`config.mk`:
```
export PLATFORM = sky130hd
export DESIGN_NAME = burst_gated_rate_emitter_top
export DESIGN_NICKNAME = d
export VERILOG_FILES = /design/src/rtl/core/bgre_pkg.sv /design/src/rtl/core/burst_gated_rate_emitter_top.sv
export SDC_FILE = /design/constraint.sdc
export NUM_CORES = 2
export LEC_CHECK = 0
export ABC_AREA = 0
export BUFFER_PORTS_ARGS = -buffer_cell sky130_fd_sc_hd__buf_4
export CAP_MARGIN = 20
export CORE_MARGIN = 4
export CORE_UTILIZATION = 60
export DETAILED_ROUTE_END_ITERATION = 10
export GPL_TIMING_DRIVEN = 0
export HOLD_SLACK_MARGIN = 0.12
export PLACE_DENSITY = 0.87
export SYNTH_ARGS = -nofsm -noshare
export SYNTH_HDL_FRONTEND = slang
export SYNTH_SLANG_ARGS = --single-unit
export TNS_END_PERCENT = 1
```
`constraint.sdc`:
```
create_clock -name aclk -period 10.5 [get_ports aclk]
set_input_delay 1.05 -clock aclk [delete_from_list [all_inputs] [get_ports aclk]]
set_output_delay 1.05 -clock aclk [all_outputs]
set_load 0.01 [all_outputs]
```
`src/rtl/core/bgre_pkg.sv`:
```
// Shared widths, register indexes and stream item types of the burst gated
// rate emitter. No dependencies.
package bgre_pkg;

    localparam int RATE_W    = 32;
    localparam int TIME_W    = 32;
    localparam int ELAPSED_W = 16;
    localparam int RAND_W    = 16;
    localparam int COUNT_W   = 16;

    localparam int ITEM_W    = RAND_W + 1 + ELAPSED_W;
    localparam int RESULT_W  = 1 + 1 + COUNT_W;
    localparam int S_TDATA_W = ((ITEM_W + 7) / 8) * 8;
    localparam int S_TUSER_W = 1;
    localparam int M_TDATA_W = ((RESULT_W + 7) / 8) * 8;

    localparam int CFG_IDX_W = 3;
    localparam logic [CFG_IDX_W-1:0] CFG_EMISSION_RATE = 3'd0;
    localparam logic [CFG_IDX_W-1:0] CFG_DURATION_MIN  = 3'd1;
    localparam logic [CFG_IDX_W-1:0] CFG_DURATION_MAX  = 3'd2;
    localparam logic [CFG_IDX_W-1:0] CFG_REPEAT_MIN    = 3'd3;
    localparam logic [CFG_IDX_W-1:0] CFG_REPEAT_MAX    = 3'd4;

    localparam logic KIND_TICK       = 1'b0;
    localparam logic KIND_SET_ENABLE = 1'b1;

    typedef struct packed {
        logic [RAND_W-1:0]    rand_fraction;
        logic                 enable_value;
        logic [ELAPSED_W-1:0] elapsed;
    } item_t;

    typedef struct packed {
        logic               enabled;
        logic               count_saturated;
        logic [COUNT_W-1:0] emit_count;
    } result_t;

endpackage

```
`src/rtl/core/burst_gated_rate_emitter_top.sv`:
```
// Burst gated rate emitter: particle count per tick with on/off burst timers.
// Depends on bgre_pkg.
//
// Accepts one transaction per clock unless a result is stalled, and returns
// one result per transaction: an input register, then one update pass that
// runs the rate multiply, the duration or repeat compare and the timer reload
// multiply, into a result register. Sustained rate is one item per cycle
// when not stalled, set by the single update pass; the input register absorbs
// one extra transaction while the result waits. Configuration writes are
// always taken and should be issued only while no transaction is in flight.
module burst_gated_rate_emitter_top
    import bgre_pkg::*;
#(
    parameter int FRAC_BITS = 16
) (
    input  logic                 aclk,
    input  logic                 aresetn,

    input  logic                 s_tvalid,
    output logic                 s_tready,
    // elapsed[15:0], enable_value[16], rand_fraction[32:17], zero above
    input  logic [S_TDATA_W-1:0] s_tdata,
    // kind[0]
    input  logic [S_TUSER_W-1:0] s_tuser,

    output logic                 m_tvalid,
    input  logic                 m_tready,
    // emit_count[15:0], count_saturated[16], enabled[17], zero above
    output logic [M_TDATA_W-1:0] m_tdata,

    input  logic                 cfg_valid,
    output logic                 cfg_ready,
    input  logic [CFG_IDX_W-1:0] cfg_index,
    input  logic [TIME_W-1:0]    cfg_wdata
);

    localparam int PROD_W      = RATE_W + ELAPSED_W;
    localparam int ACC_W       = ((PROD_W > FRAC_BITS) ? PROD_W : FRAC_BITS) + 1;
    localparam int WHOLE_W     = ACC_W - FRAC_BITS;
    localparam int SPAN_PROD_W = TIME_W + RAND_W;

    logic [RATE_W-1:0] emission_rate_reg;
    logic [TIME_W-1:0] duration_min_reg;
    logic [TIME_W-1:0] duration_max_reg;
    logic [TIME_W-1:0] repeat_min_reg;
    logic [TIME_W-1:0] repeat_max_reg;

    logic              dur_up_reg;
    logic [TIME_W-1:0] dur_span_reg;
    logic              rep_up_reg;
    logic [TIME_W-1:0] rep_span_reg;

    logic              in_valid_reg;
    logic              in_kind_reg;
    item_t             in_reg;
    logic              out_valid_reg;
    result_t           out_reg;
    result_t           out_next;

    logic                 enable_reg;
    logic                 enable_next;
    logic [FRAC_BITS-1:0] frac_reg;
    logic [FRAC_BITS-1:0] frac_next;
    logic [TIME_W-1:0]    on_left_reg;
    logic [TIME_W-1:0]    on_left_next;
    logic [TIME_W-1:0]    off_left_reg;
    logic [TIME_W-1:0]    off_left_next;

    logic                   out_load_ok;
    logic                   fire;
    logic [PROD_W-1:0]      prod;
    logic [ACC_W-1:0]       acc;
    logic [WHOLE_W-1:0]     whole;
    logic                   saturate;
    logic                   reload_on;
    logic                   reload_up;
    logic [TIME_W-1:0]      reload_base;
    logic [TIME_W-1:0]      reload_span;
    logic [SPAN_PROD_W-1:0] span_prod;
    logic [TIME_W-1:0]      reload_offset;
    logic [TIME_W-1:0]      reload_val;
    logic [TIME_W-1:0]      elapsed_ext;
    logic                   on_expired;
    logic                   off_expired;

    assign cfg_ready   = 1'b1;
    assign out_load_ok = !out_valid_reg || m_tready;
    assign s_tready    = !in_valid_reg || out_load_ok;
    assign fire        = in_valid_reg && out_load_ok;
    assign m_tvalid    = out_valid_reg;
    assign m_tdata     = {(M_TDATA_W - RESULT_W)'(0), out_reg};

    always_comb begin
        prod     = PROD_W'(emission_rate_reg) * PROD_W'(in_reg.elapsed);
        acc      = ACC_W'(prod) + ACC_W'(frac_reg);
        whole    = acc[ACC_W-1:FRAC_BITS];
        saturate = |whole[WHOLE_W-1:COUNT_W];

        reload_on     = (in_kind_reg == KIND_SET_ENABLE) ? in_reg.enable_value : !enable_reg;
        reload_up     = reload_on ? dur_up_reg : rep_up_reg;
        reload_base   = reload_on ? duration_min_reg : repeat_min_reg;
        reload_span   = reload_on ? dur_span_reg : rep_span_reg;
        span_prod     = SPAN_PROD_W'(reload_span) * SPAN_PROD_W'(in_reg.rand_fraction);
        reload_offset = span_prod[SPAN_PROD_W-1:RAND_W];
        reload_val    = reload_up ? reload_base + reload_offset
                                  : reload_base - reload_offset;

        elapsed_ext = TIME_W'(in_reg.elapsed);
        on_expired  = on_left_reg <= elapsed_ext;
        off_expired = off_left_reg <= elapsed_ext;

        enable_next   = enable_reg;
        frac_next     = frac_reg;
        on_left_next  = on_left_reg;
        off_left_next = off_left_reg;
        out_next      = '0;

        if (in_kind_reg == KIND_SET_ENABLE) begin
            enable_next = in_reg.enable_value;
            if (in_reg.enable_value) begin
                on_left_next = reload_val;
            end else begin
                off_left_next = reload_val;
            end
        end else if (enable_reg) begin
            frac_next                = acc[FRAC_BITS-1:0];
            out_next.count_saturated = saturate;
            out_next.emit_count      = saturate ? {COUNT_W{1'b1}} : whole[COUNT_W-1:0];
            if (duration_max_reg != '0) begin
                if (on_expired) begin
                    on_left_next  = '0;
                    enable_next   = 1'b0;
                    off_left_next = reload_val;
                end else begin
                    on_left_next = on_left_reg - elapsed_ext;
                end
            end
        end else if (repeat_max_reg != '0) begin
            if (off_expired) begin
                off_left_next = '0;
                enable_next   = 1'b1;
                on_left_next  = reload_val;
            end else begin
                off_left_next = off_left_reg - elapsed_ext;
            end
        end

        out_next.enabled = enable_next;
    end

    always_ff @(posedge aclk) begin
        if (!aresetn) begin
            emission_rate_reg <= '0;
            duration_min_reg  <= '0;
            duration_max_reg  <= '0;
            repeat_min_reg    <= '0;
            repeat_max_reg    <= '0;
            dur_up_reg        <= 1'b1;
            dur_span_reg      <= '0;
            rep_up_reg        <= 1'b1;
            rep_span_reg      <= '0;
            in_valid_reg      <= 1'b0;
            out_valid_reg     <= 1'b0;
            enable_reg        <= 1'b1;
            frac_reg          <= '0;
            on_left_reg       <= '0;
            off_left_reg      <= '0;
        end else begin
            if (cfg_valid && cfg_ready) begin
                case (cfg_index)
                    CFG_EMISSION_RATE: emission_rate_reg <= cfg_wdata;
                    CFG_DURATION_MIN:  duration_min_reg  <= cfg_wdata;
                    CFG_DURATION_MAX:  duration_max_reg  <= cfg_wdata;
                    CFG_REPEAT_MIN:    repeat_min_reg    <= cfg_wdata;
                    CFG_REPEAT_MAX:    repeat_max_reg    <= cfg_wdata;
                    default: ;
                endcase
            end

            dur_up_reg   <= duration_max_reg >= duration_min_reg;
            dur_span_reg <= (duration_max_reg >= duration_min_reg)
                          ? duration_max_reg - duration_min_reg
                          : duration_min_reg - duration_max_reg;
            rep_up_reg   <= repeat_max_reg >= repeat_min_reg;
            rep_span_reg <= (repeat_max_reg >= repeat_min_reg)
                          ? repeat_max_reg - repeat_min_reg
                          : repeat_min_reg - repeat_max_reg;

            if (s_tready) begin
                in_valid_reg <= s_tvalid;
            end
            if (out_load_ok) begin
                out_valid_reg <= in_valid_reg;
            end
            if (fire) begin
                enable_reg   <= enable_next;
                frac_reg     <= frac_next;
                on_left_reg  <= on_left_next;
                off_left_reg <= off_left_next;
            end
        end
    end

    always_ff @(posedge aclk) begin
        if (s_tvalid && s_tready) begin
            in_reg      <= item_t'(s_tdata[ITEM_W-1:0]);
            in_kind_reg <= s_tuser[0];
        end
        if (fire) begin
            out_reg <= out_next;
        end
    end

endmodule

```
* Word level (Yosys, flattened, before mapping)
Cells that the tools add are included.
Storage, ports and cells: register bits after elaboration 361, memory bits (read-only) 0, memories 0, output and inout bits 27, latch bits 0, input bits 81, bits in writable memories 0
Cells by class: eq/ne operators 8, add/subtract/negate cells 9, reduce and logical (&&, ||, !) cells 22, multipliers 2, divide/modulo/power cells 0, multiplexer cells 28, bitwise gates (word level) 2, $lt $le $gt $ge 4, shift-type cells 0
Operators by type and width (number):
- 32-bit 2-to-1 mux | 19
- 32-bit subtractor | 5
- 32-bit by 16-bit multiplier with 48-bit output | 2
- 32-bit greater-or-equal comparator | 2
- 32-bit by 16-bit less-or-equal comparator with 1-bit output | 2
- 32-bit nonzero test | 2
- 32-bit by 16-bit subtractor with 32-bit output | 2
- 48-bit by 16-bit adder with 49-bit output | 1
- 32-bit adder | 1
- 17-bit OR reduction | 1
- 16-bit 2-to-1 mux | 1
- 2-bit AND reduction | 5
- 5-bit AND reduction | 2
- 1-bit 2-to-1 mux | 8
- 3-bit by 2-bit equality test with 1-bit output, second input constant | 2
- 3-bit by 2-bit != test with 1-bit output, second input constant | 2
- 3-bit nonzero test | 2
- 3-bit by 1-bit equality test with 1-bit output, second input constant | 1
- 3-bit equality test, second input constant | 1
- 1-bit zero test | 3
- 3-bit zero test | 1
- 3-bit AND reduction | 1
- 1-bit logical AND | 2
- 1-bit logical OR | 2
- other kinds (4) | 5

* Depth between registers and ports, before layout
word-level depth 10, mapped depth 49

* Worst setup path before layout
No wires, ideal clock.
path type register to register, start point register in_kind_reg, end point register off_left_reg[31], required time 10.377 ns, data arrival time 11.330 ns, cell stages (with the launch flop) 46, slack -0.954 ns, path buffers 5, path through edfxtp_1 > or2_1 > buf_2 > nand2_1 > clkbuf_1 > clkbuf_1 > mux2_2 > clkbuf_1 > nand2_1 > fa_1 > inv_1 > fa_1 > inv_1 > fa_1 > inv_1 > fa_1 > fa_1 > inv_1 > (+10 left out) > nor3_2 > or3b_1 > or2_2 > nor3_1 > a21oi_1 > xnor2_1 > ha_1 > clkbuf_1 > nand4_1 > or3_1 > o21ai_0 > nand4_1 > nand4b_1 > a21oi_1 > xnor2_1 > or4_1 > o31ai_1 > nor3_2
Between the ends: longest elaborated chain between the ends 9, elaborated cells between the ends (all ways) 18, classes of those cells add/sub (2); mul (1); eq/ne (3); mux (10); reduce/logical (2)
Ends and longest elaborated chain:
- from (decl) | RTL line burst_gated_rate_emitter_top.sv:54 | logic in_kind_reg;
- from (signal assigned) | RTL line burst_gated_rate_emitter_top.sv:207 | in_kind_reg <= s_tuser[0];
- 1-bit 2-to-1 mux | RTL line burst_gated_rate_emitter_top.sv:99 | reload_on = (in_kind_reg == KIND_SET_ENABLE) ? in_reg.enable_value : !enable_reg;
- 32-bit 2-to-1 mux | RTL line burst_gated_rate_emitter_top.sv:102 | reload_span = reload_on ? dur_span_reg : rep_span_reg;
- 32-bit by 16-bit multiplier with 48-bit output | RTL line burst_gated_rate_emitter_top.sv:103 | span_prod = SPAN_PROD_W'(reload_span) * SPAN_PROD_W'(in_reg.rand_fraction);
- 32-bit subtractor / 32-bit adder (equally long branches) | RTL line burst_gated_rate_emitter_top.sv:106, burst_gated_rate_emitter_top.sv:105
- 32-bit 2-to-1 mux | RTL line burst_gated_rate_emitter_top.sv:105 | reload_val = reload_up ? reload_base + reload_offset
- 32-bit 2-to-1 mux | RTL line burst_gated_rate_emitter_top.sv:130 | if (on_expired) begin
- 32-bit 2-to-1 mux | RTL line burst_gated_rate_emitter_top.sv:129 | if (duration_max_reg != '0) begin
- 32-bit 2-to-1 mux | RTL line burst_gated_rate_emitter_top.sv:125 | end else if (enable_reg) begin
- 32-bit 2-to-1 mux | RTL line burst_gated_rate_emitter_top.sv:118 | if (in_kind_reg == KIND_SET_ENABLE) begin
- to (signal assigned) | RTL line burst_gated_rate_emitter_top.sv:199 | off_left_reg <= off_left_next;
- to (decl) | RTL line burst_gated_rate_emitter_top.sv:66 | logic [TIME_W-1:0] off_left_reg;
Several ways; a longest one is shown, not always the timed one. The select of a mux whose other input is x is not followed. A chain may end at the register's enable or synchronous reset.

* Worst setup path in the final report
Same ends and word-level chain as after synthesis.

==> reports/metrics.cfg <==
[grt]
grt_start_max_net_pins=21
grt_pass1_wl_um=301000
grt_pass1_vias=54122
antenna_found_initial=19
track_usage=0.381
overflow=0

[clocking]
cts_tree=done
cts_made_buffers=43
ctsHoldBuffers=0
clock_path_buffers=3
path_clk_slew_ns=0.06
clock_sinks=361
clk_root_buffer_cell=clkbuf_16
worst_skew_pair.late_latency_ns=0.66
htree_num_levels=2

[worst_hold_path]
whs_endpoint=frac_reg[9]$_SDFFE_PN0P_
min_path_cells=2
hp-start=frac_reg[9]$_SDFFE_PN0P_
hp-class=flop to flop

[logic_synthesis]
synth-seq-cells=361
postSynthCellCount=7067
synth.avg_cell_area_um2=8.13
synth_edf_count=52
async_flop_share=0
yosysWarnings=0
synth_area_um2=57500
synthFlopType=dfxtp_1
synth_cell_types=90
ys_seq_area_frac=0.135

[setup_path]
r2r-end=off_left_reg[31]$_SDFFE_PN0P_
rr_worst_depth=43
path_common_cell=fa_1
arrival_ns=11.43
ff2ff_setup_slack_ns=-0.43
cpPeakStageDelay_ns=0.66
crit_path_top_delay_cell=fa_1
r2r-start=in_kind_reg$_DFFE_PP_
end_kind=flop
crit_path_start_kind=flop
crit_fanout=8
critPathRequiredTime_ns=11.00
crit_type=flop to flop

[sta]
max_slew_margin=0.166
final_max_slew_viol_count=0
fin_setup_tns_ns=-3.73
period_needed_ns=10.93
finalCritPeriodShare=1.04
whs_ns=0.458
hold_viol=0
fmax_ghz=0.0915
fin_skew_ns=0.0487
fin_ws_ns=-0.428
tightest_slew_ns=1.24
finalSetupViolCount=30
rsz0062_at_grt=true

[floorplan]
die_y_um=318
dieArea_um2=101000
die_x_um=318
start_util=0.605
io_pins=108
coreArea_um2=95000
num_rows=113

[detailed_routing]
firstDrtPassIters=7
drt-initial-drc-count=6111
vias_per_cell=6.16
ant_nets=0
wl_per_cell_um=22.8
dr_total_vias=53116
drcViolationCount=0
wirelength_um=197000

[outcome]
outcome=finished with violations
violations=negative setup slack

[cells_and_area]
layout_commonest_cell=inv_1
layout_common_cells=inv_1 (1166), nand2_1 (1153), fa_1 (846)
fin_nets=8710
drive_above_1_share=0.0756
syn_to_final_growth_pct=10.6

[placement]
io_buffer_count=93
dpl.hpwl_um=156000
gp_congestion=1.03

[flow_run]
maxCapViolations=0

[metrics by stage]
stage           util  cell area [um2]  cells  setup WS, ns
2_1_floorplan      -            57500   7072        0.0332
3_3_place_gp   0.630            59800   8430         -1.97
3_5_place_dp   0.630            59900   8434         -2.17
4_1_cts        0.664            63000   8596       -0.0881
5_1_grt        0.669            63500   8617        -0.579
6_report       0.669            63600   8622        -0.428
[cell type report]
class / instances / area [um2]
sequential: 361 / 7750
clock buffer: 56 / 1200
multi-input combinational: 5169 / 45000
tap: 1265 / 1580
antenna: 7 / 17.5
timing repair buffer: 208 / 1670
buffer: 358 / 1700
clock inverter: 22 / 280
fill: 7450 / 31500
inverter: 1176 / 4410
[timing repair]
action / 4_1_cts / 5_1_grt
resized for setup: 247 / 76
gates cloned: 2 / 0
setup buffers: 88 / 20
endpoints found under the setup margin: 53 / 45
pin swaps: 89 / 68
[metal layers]
layer	vias up	wire length, um	track usage
met5	-	81	0
met4	12	12900	0.205
met1	25726	71100	0.480
met2	3557	85500	0.585
met3	880	27100	0.124
li1	22941	-	-
[worst max-delay path by stage]
stage	depth (start not counted)	to	slack, ns	startpoint
5_1_grt	44	on_left_reg[25]$_SDFFE_PN0P_	-0.58	in_kind_reg$_DFFE_PP_
6_report	43	off_left_reg[31]$_SDFFE_PN0P_	-0.43	in_kind_reg$_DFFE_PP_
2_1_floorplan	45	off_left_reg[31]$_SDFFE_PN0P_	0.03	in_kind_reg$_DFFE_PP_
3_5_place_dp	43	off_left_reg[31]$_SDFFE_PN0P_	-2.17	in_kind_reg$_DFFE_PP_
3_3_place_gp	43	off_left_reg[31]$_SDFFE_PN0P_	-1.97	in_kind_reg$_DFFE_PP_
4_1_cts	44	off_left_reg[31]$_SDFFE_PN0P_	-0.09	in_kind_reg$_DFFE_PP_
[worst max-delay path: cells and delay by family, from the launching register on]
family                     cells  cell delay [ns]
DFF                            1             0.47
and+or+nand+nor               14             2.96
xor gates and xnor gates       3             0.49
adders and majority gates      8             3.58
buffers and inverters          8             0.98
muxes                          1             0.37
AOI/OAI and AO/OA              9             1.94
[synth_stat cells (7+ instances only)]
cell | number | share of area
or3_1 | 19 | 0.0021
a311oi_1 | 11 | 0.0017
and2_1 | 446 | 0.049
o21bai_1 | 61 | 0.0080
fa_1 | 859 | 0.30
and4_1 | 7 | 0.0011
buf_1 | 9 | 0.00059
edfxtp_1 | 52 | 0.027
nor2b_1 | 38 | 0.0041
nor3_1 | 73 | 0.0064
xor2_1 | 75 | 0.011
and3_1 | 21 | 0.0023
a21o_1 | 139 | 0.018
xnor2_1 | 134 | 0.020
nand4_1 | 66 | 0.0072
nand2b_1 | 34 | 0.0037
o221ai_1 | 9 | 0.0014
a21boi_0 | 18 | 0.0024
nor4_1 | 33 | 0.0036
buf_4 | 7 | 0.00091
a22oi_1 | 10 | 0.0013
dfxtp_1 | 309 | 0.11
a221oi_1 | 30 | 0.0046
mux2_2 | 42 | 0.0082
a31oi_1 | 30 | 0.0033
nor2_1 | 279 | 0.018
or2_2 | 15 | 0.0016
a211oi_1 | 28 | 0.0037
nand2_1 | 1164 | 0.076
o21ai_0 | 261 | 0.023
inv_1 | 1175 | 0.077
a21oi_1 | 534 | 0.046
clkbuf_1 | 349 | 0.023
mux2i_1 | 23 | 0.0040
o21a_1 | 27 | 0.0035
o41ai_1 | 8 | 0.0012
ha_1 | 453 | 0.099
nand3_1 | 49 | 0.0043
o31ai_1 | 21 | 0.0027
o211ai_1 | 30 | 0.0039
[logic make-up (layout without fill, tap and decap cells)]
kind of cell | after synthesis | in the layout | share of synthesized area
compound gates | 1293 | 1293 | 0.137
xor+xnor | 209 | 209 | 0.0318
fa+ha+maj | 1312 | 1312 | 0.398
buf+inv | 1542 | 1820 | 0.101
flops | 361 | 361 | 0.135
mux | 65 | 65 | 0.0122
other cells | 2 | 14 | 0.000131
simple gates | 2283 | 2283 | 0.185
Power is left out: the tool's default activity adds up to more than one toggle a clock period on the data nets, which glitch-free logic cannot reach.
